`src/sv/pixel_to_hex_cell_unit_macros.svh`:
```
// Assertion macros shared by the hex cell unit RTL.
`ifndef PIXEL_TO_HEX_CELL_UNIT_MACROS_SVH
`define PIXEL_TO_HEX_CELL_UNIT_MACROS_SVH

// Same-cycle implication, checked on every rising edge outside reset.
`define PHC_ASSERT_NOW(lbl, ante, cons, msg) \
    lbl: assert property (@(posedge clk) disable iff (!rst_n) (ante) |-> (cons)) \
        else $error(msg);

// Next-cycle implication, checked on every rising edge outside reset.
`define PHC_ASSERT_NEXT(lbl, ante, cons, msg) \
    lbl: assert property (@(posedge clk) disable iff (!rst_n) (ante) |=> (cons)) \
        else $error(msg);

`endif

```
`src/sv/phc_pkg.sv`:
```
// Shared constants, types and helper functions of the hex cell unit.
package phc_pkg;

    localparam int FRAC_BITS = 16;
    localparam int XY_W      = 24;
    localparam int RAD_W     = 16;
    localparam int HEX_W     = 16;
    localparam int K_W       = FRAC_BITS;

    // numerator magnitude, signed numerator, products, rounding and cell widths
    localparam int MAG_W  = FRAC_BITS + XY_W - 1;
    localparam int NUM_W  = MAG_W + 1;
    localparam int PROD_W = K_W + 1 + XY_W;
    localparam int RND_W  = NUM_W + 2;
    localparam int N_W    = RND_W - FRAC_BITS;
    localparam int C_W    = N_W + 1;

    localparam logic [63:0] SQ3_Q32 = 64'd2479700524;
    localparam logic [K_W-1:0] K1 =
        K_W'((SQ3_Q32 + (64'd1 << (31 - FRAC_BITS))) >> (32 - FRAC_BITS));
    localparam logic [K_W-1:0] K3 = K_W'(((64'd1 << FRAC_BITS) + 64'd1) / 3);
    localparam logic [K_W-1:0] K2 = K_W'(((64'd1 << (FRAC_BITS + 1)) + 64'd1) / 3);

    localparam logic [FRAC_BITS-1:0] HALF = FRAC_BITS'(1) << (FRAC_BITS - 1);

    localparam logic [RAD_W-1:0] RAD_RESET = RAD_W'(8192);

    localparam logic signed [HEX_W-1:0] HEX_MAX = {1'b0, {(HEX_W-1){1'b1}}};
    localparam logic signed [HEX_W-1:0] HEX_MIN = {1'b1, {(HEX_W-1){1'b0}}};

    typedef struct packed {
        logic [MAG_W-1:0] mag;
        logic             neg;
    } div_arg_t;

    typedef struct packed {
        logic [MAG_W-1:0] quo;
        logic [RAD_W-1:0] rem;
        logic             neg;
    } div_res_t;

    typedef struct packed {
        logic signed [N_W-1:0]  n;
        logic [FRAC_BITS-1:0]   d;
    } rnd_t;

    typedef struct packed {
        logic                    ovf;
        logic signed [HEX_W-1:0] v;
    } sat_t;

    typedef struct packed {
        logic                    ovf;
        logic signed [HEX_W-1:0] r;
        logic signed [HEX_W-1:0] q;
    } hex_res_t;

    // Turn a sign/magnitude truncating quotient into a floor quotient.
    function automatic logic signed [NUM_W-1:0] floor_fix(div_res_t dr);
        logic [NUM_W-1:0] ext;
        ext = {1'b0, dr.quo};
        if (!dr.neg)
            return $signed(ext);
        else if (dr.rem != '0)
            return $signed(~ext);
        else
            return $signed(-ext);
    endfunction

    // Round half up to an integer and report the absolute rounding error.
    function automatic rnd_t round_fix(logic signed [RND_W-1:0] v);
        logic [RND_W-1:0]     sum;
        logic [FRAC_BITS-1:0] t;
        rnd_t                 res;
        sum   = v + RND_W'(HALF);
        t     = sum[FRAC_BITS-1:0];
        res.n = $signed(sum[RND_W-1:FRAC_BITS]);
        res.d = (t <= HALF) ? (HALF - t) : (t - HALF);
        return res;
    endfunction

    // Clamp to the 16-bit cell range.
    function automatic sat_t sat_hex(logic signed [C_W-1:0] v);
        sat_t res;
        if (v > C_W'(HEX_MAX)) begin
            res.v   = HEX_MAX;
            res.ovf = 1'b1;
        end
        else if (v < C_W'(HEX_MIN)) begin
            res.v   = HEX_MIN;
            res.ovf = 1'b1;
        end
        else begin
            res.v   = v[HEX_W-1:0];
            res.ovf = 1'b0;
        end
        return res;
    endfunction

endpackage

```
`src/sv/phc_div.sv`:
```
// Pipelined restoring divider: one quotient bit per register stage.
module phc_div (
    input  logic              clk,
    input  logic              en,
    input  logic [phc_pkg::RAD_W-1:0] den,
    input  phc_pkg::div_arg_t arg,
    output phc_pkg::div_res_t res
);

    localparam int STAGES = phc_pkg::MAG_W;
    localparam int MAG_W  = phc_pkg::MAG_W;
    localparam int RAD_W  = phc_pkg::RAD_W;

    logic [MAG_W-1:0] w_lnk   [STAGES+1];
    logic [RAD_W-1:0] rem_lnk [STAGES+1];
    logic             neg_lnk [STAGES+1];

    assign w_lnk[0]   = arg.mag;
    assign rem_lnk[0] = '0;
    assign neg_lnk[0] = arg.neg;

    for (genvar i = 0; i < STAGES; i++) begin : g_stage
        logic [MAG_W-1:0] w_reg,   w_next;
        logic [RAD_W-1:0] rem_reg, rem_next;
        logic             neg_reg;
        logic [RAD_W:0]   trial;

        always_comb
        begin
            trial = {rem_lnk[i], w_lnk[i][MAG_W-1]};
            if (trial >= {1'b0, den})
            begin
                rem_next = RAD_W'(trial - {1'b0, den});
                w_next   = {w_lnk[i][MAG_W-2:0], 1'b1};
            end
            else
            begin
                rem_next = trial[RAD_W-1:0];
                w_next   = {w_lnk[i][MAG_W-2:0], 1'b0};
            end
        end

        always_ff @(posedge clk)
        begin
            if (en)
            begin
                w_reg   <= w_next;
                rem_reg <= rem_next;
                neg_reg <= neg_lnk[i];
            end
        end

        assign w_lnk[i+1]   = w_reg;
        assign rem_lnk[i+1] = rem_reg;
        assign neg_lnk[i+1] = neg_reg;
    end

    assign res.quo = w_lnk[STAGES];
    assign res.rem = rem_lnk[STAGES];
    assign res.neg = neg_lnk[STAGES];

endmodule

```
`config.mk`:
```
export PLATFORM = sky130hd
export DESIGN_NAME = phc_div
export DESIGN_NICKNAME = d
export VERILOG_FILES = /design/src/sv/pixel_to_hex_cell_unit_macros.svh /design/src/sv/phc_pkg.sv /design/src/sv/phc_div.sv
export SDC_FILE = /design/constraint.sdc
export NUM_CORES = 2
export LEC_CHECK = 0
export ABC_AREA = 1
export BUFFER_PORTS_ARGS = -buffer_cell sky130_fd_sc_hd__buf_2
export CORE_UTILIZATION = 64
export DETAILED_ROUTE_END_ITERATION = 6
export PLACE_DENSITY = 0.91
export SLEW_MARGIN = 10
export SYNTH_ARGS = -nofsm -noshare
export SYNTH_HDL_FRONTEND = slang
export SYNTH_SLANG_ARGS = --single-unit
```
`constraint.sdc`:
```
create_clock -name clk -period 4.3 [get_ports clk]
set_input_delay 0.86 -clock clk [delete_from_list [all_inputs] [get_ports clk]]
set_output_delay 0.86 -clock clk [all_outputs]
set_load 0.01 [all_outputs]
```
-- Word-level counts from Yosys, hierarchy flattened
Index checks and enable logic that the tools add are counted.
- register bits after elaboration: 2184
- word-level logic and storage cells: 274
- output and inout port bits: 56
- input port bits: 58
- multiplexer cells: 78
- magnitude comparators: 39
- add/subtract/negate cells: 39
- operators by type and width (kind ; number):
    $ge 17x16->1 ; 38
    $mux 16 ; 38
    $sub 16x16->16 ; 38
    $mux 1 ; 40
    $ge 1x16->1 ; 1
    $sub 1x16->16 ; 1

-- Longest topological paths before layout
- depth in word-level cells: 2
- mapped depth: 15

-- Least setup slack after synthesis
OpenSTA, ideal clock, no wires.
- kind: input -> register
- start point: in den[3] (netlist name)
- end point: reg g_stage[31].rem_reg[13] (data pin)
- slack: 0.985 ns
- stages on the path: 15
- data required time: 4.047 ns
- path buffers: 3
- arrival: 3.062 ns
- cell sequence: clkbuf_1 > inv_1 > ha_1 > nand2_2 > inv_2 > nand2_1 > nand2_1 > nand2_1 > nand3_2 > nand2_1 > nand2_2 > buf_6 > buf_12 > nand3_1 > nand2_1
- cells in the longest elaborated chain, start to end: 2
- elaborated cells on any way between the ends: 3
- classes of those cells: add/sub: 1; order compare: 1; mux: 1
- ends and longest elaborated chain (item ; line ; text):
    from (decl) ; phc_div.sv:5 ; input logic [phc_pkg::RAD_W-1:0] den,
    $sub 16x16->16 or $ge 17x16->1 (tied branches) ; phc_div.sv:33, phc_div.sv:31 ;
    $mux 16 (*) ; phc_div.sv:31 ; if (trial >= {1'b0, den})
    named net g_stage[31].rem_next[13] ; phc_div.sv:24 ; logic [RAD_W-1:0] rem_reg, rem_next;
    to (signal assigned) ; phc_div.sv:48 ; rem_reg <= rem_next;
    to (decl) ; phc_div.sv:24 ;
The timed path passes the listed nets; every way through them passes the cells marked *.
A chain may end at the register's enable or synchronous reset.

-- Final worst setup path
- start point: in den[14] (netlist name)
- end point: reg g_stage[10].rem_reg[13] (data pin)
- cells in the longest elaborated chain, start to end: 2
- ends and longest elaborated chain (item ; line):
    $ge 17x16->1 ; phc_div.sv:31
    $mux 16 ; phc_div.sv:31
    named net g_stage[10].rem_next[13] ; phc_div.sv:24
    to (signal assigned) ; phc_div.sv:48
    to (decl) ; phc_div.sv:24
The timed path passes the listed nets, and every way through them passes these cells.

==> impl_results.md <==
* Synth Area per Inst at 9.46 um^2
* Worst-case reg-to-reg path depth at 10
* CTS Sinks at 2184
* Rel. slew slack at 42.3%
* Placed Area at 119000 um^2
* Die span in y at 426 um
* Die area at 181000 um^2
* DR DRC count at 29
* Vias in the first global route at 81400
* Crit start category: input pin
* Max_cap viols at 0
* Max reg flops at 1521
* Reg clk slew, reported paths at 70 ps
* Number of DRC markers in iteration 0 at 8797
* First-pass GRT wire length at 442000 um
* Dpl ws at 617 ps
* Switch share at 40.7%
* Antenna Nets Post-Route at 0
* Root Buffer: clkbuf_16
* Pwr per Cell Area at 708 nW/um^2
* Grt ovf at 0
* Synth unique cells at 45
* Int Pwr at 53.2 mW
* CP arrival at 3750 ps
* Clock power frac at 21.7%
* Crit Path Category: in2reg
* Fillcell total at 12800
* LEAKAGE at 59.8 nW
* Area growth, synth to finish at 10.4%
* Status: finished with violations
* Hold-fix buffers, CTS at 0
* Top FF cell, synth: edfxtp_1
* # rows at 155
* Post-DP HPWL at 197000 um
* # setup viols final at 0
* Total Nets Final at 13300
* Initial antenna violation count at 2
* WL per Instance at 19.0 um
* Sequential Power Share at 36.4%
* EDFF count, synth at 2184
* Synth warnings at 0
* Failing checks: design-rule violations
* CTS tree: done
* Async SR Flop Fraction at 0%
* Worst setup EP type: register
* Combinational power share at 41.9%
* Final Cell Area at 127000 um^2
* Cts bufs inserted at 216
* Ranking of synthesized cells by area: edfxtp_1 57%, nand2_1 15%, ha_1 6.6%
* Max FO, Critical Path at 17
* Skew final at 66.1 ps
* Min cycle time layout at 3020 ps
* Hold Crit Class: in2reg
* Final Slew Violations at 0
* Buffers on Ports at 113
* Clk Latency, worst-skew pair at 900 ps
* Achievable Freq at 331 MHz
* Worst-Margin Slew at 865 ps
* Bufs on Longest Clock Path at 3
* Drt pass-1 iters at 7
* Post-synth top area share at 57.1%
* Fin worst setup slack at 1280 ps
* Mapped Area at 115000 um^2
* Syn Nets at 12800
* Vias/cell at 5.62
* Detailed Route WL at 286000 um
* Buffer count from post-CTS setup fixing at 0
* Post-Place Cells at 14700
* RSZ-0062 raised after global routing: no
* Gr usage total at 31.4%
* Starting density of the core at 64.4%
* Number of synthesized register bits at 2184
* Hold path depth at 1
* Largest net degree at the start of global routing at 123
* CTS resizes at 0
* Sequential cell area fraction in the yosys report at 57.1%
* Layout cells sized above 1 at 7.51%
* Core Util, Final at 71.0%
* Fin. Hold Viols at 0
* Leading area contributor after synthesis: edfxtp_1
* Final period util at 70.2%
* Core Region at 178000 um^2
* Vias at 84800
* Crit path required time at 5030 ps
* Synth Instances at 12100
* Total Neg Setup Slack at 0 ps
* GPL Wtd Cong at 0.960
* Worst vdd ir at 0.000543 V
* Htree depth at 4
* Horiz. Die Dim at 426 um
* Fin cells at 15100
* Switch Pwr at 36.5 mW
* I/O pin count at 114
cells in the mapped netlist, types with 40 or more instances:
library cell and n:
a21oi_1 330, buf_2 44, buf_6 45, edfxtp_1 2184
ha_1 610, inv_1 1810, nand2_1 4616, nand2_2 76
nand3_1 944, nand3_2 40, nand3b_1 87, nand4_1 152
nor2_1 451, nor3_1 120, xnor2_1 55, xor2_1 176
worst max-delay path, cell delays in order:
cell and delay, ps:
buf_2 110, inv_2 560, buf_4 340, ha_1 350
nand2_1 210, nor4_2 390, nand2_2 350, nand2_4 180
buf_4 190, nand2_1 80, nand2_1 110
metal layers:
| layer | vias to the layer above | wire [um] | GRT usage, % |
|---|---|---|---|
| met1 | 39300 | 114000 | 40.9 |
| met4 | 0 | 14800 | 14.7 |
| met2 | 3927 | 135000 | 52.0 |
| met5 | - | 0 | 0 |
| li1 | 40600 | - | - |
| met3 | 1029 | 22000 | 4.62 |
kinds of logic (layout without fill, tap and decap cells):
group | Yosys count | in the layout | share of synthesized area, %
and+or+nand+nor | 6677 | 6677 | 24.8
DFF | 2184 | 2184 | 57.1
buffers and inverters | 1975 | 2569 | 7.04
adders and majority gates | 648 | 648 | 7.31
AOI/OAI and AO/OA | 421 | 421 | 1.97
xor gates and xnor gates | 231 | 231 | 1.76
other | 0 | 1 | 0
stage by stage:
step | hold WS, ps | power, mW
3_5_place_dp | 405 | 69.1
4_1_cts | 88.1 | 89.2
2_1_floorplan | 400 | 59.2
6_report | 141 | 89.7
5_1_grt | 114 | 95.6
3_3_place_gp | 400 | 68.0
power groups by stage:
stage / clock network (mW) / registers [mW] / logic, mW
final: 19.5 / 32.7 / 37.6
after CTS: 19.8 / 32.6 / 36.8
after global routing: 20.6 / 32.8 / 42.2
after floorplan: 0 / 31.1 / 28.0
after detailed placement: 0 / 32.9 / 36.2
after global placement: 0 / 32.8 / 35.2
layout make-up:
cell class	instances	area [um^2]	share of cell area (%)
Clock buffer	240	5500	4.34
Timing Repair Buffer	328	2760	2.18
Antenna cell	1	2.50	0.00197
Clock inverter	163	1890	1.49
Sequential cell	2184	65600	51.7
Inverter	1838	6900	5.44
Tap cell	2355	2950	2.32
Multi-Input combinational cell	7977	41200	32.5
cells in the final DEF, fill, tap and decap left out, drive strengths merged:
| cell type | instances |
|---|---|
| buf | 328 |
| nand4 | 152 |
| or2 | 44 |
| o21bai | 26 |
| nor4 | 7 |
| and3 | 9 |
| o21ai | 30 |
| edfxtp | 2184 |
| xnor2 | 55 |
| and2 | 21 |
| nand2 | 4721 |
| nand3 | 987 |
| xor2 | 176 |
| o21a | 26 |
| a211oi | 7 |
| inv | 1844 |
| diode | 1 |
| nor3 | 129 |
| fa | 38 |
| ha | 610 |
| nor2 | 504 |
| a21oi | 330 |
| a21boi | 2 |
| clkinvlp | 21 |
| nor3b | 16 |
| clkinv | 108 |
| bufinv | 28 |
| clkbuf | 240 |
| nand3b | 87 |
path summary, 6_finish.rpt:
path	end	slack, ps	startpoint
worst min register to register	g_stage[14].w_reg[3]	370	g_stage[13].w_reg[2]
worst max register to register	g_stage[10].rem_reg[13]	1610	g_stage[9].rem_reg[9]
worst min-delay path	g_stage[0].w_reg[7]	140	arg[7]
worst max-delay path	g_stage[10].rem_reg[13]	1280	den[14]
No activity file was read; power rests on OpenSTA's default activity.
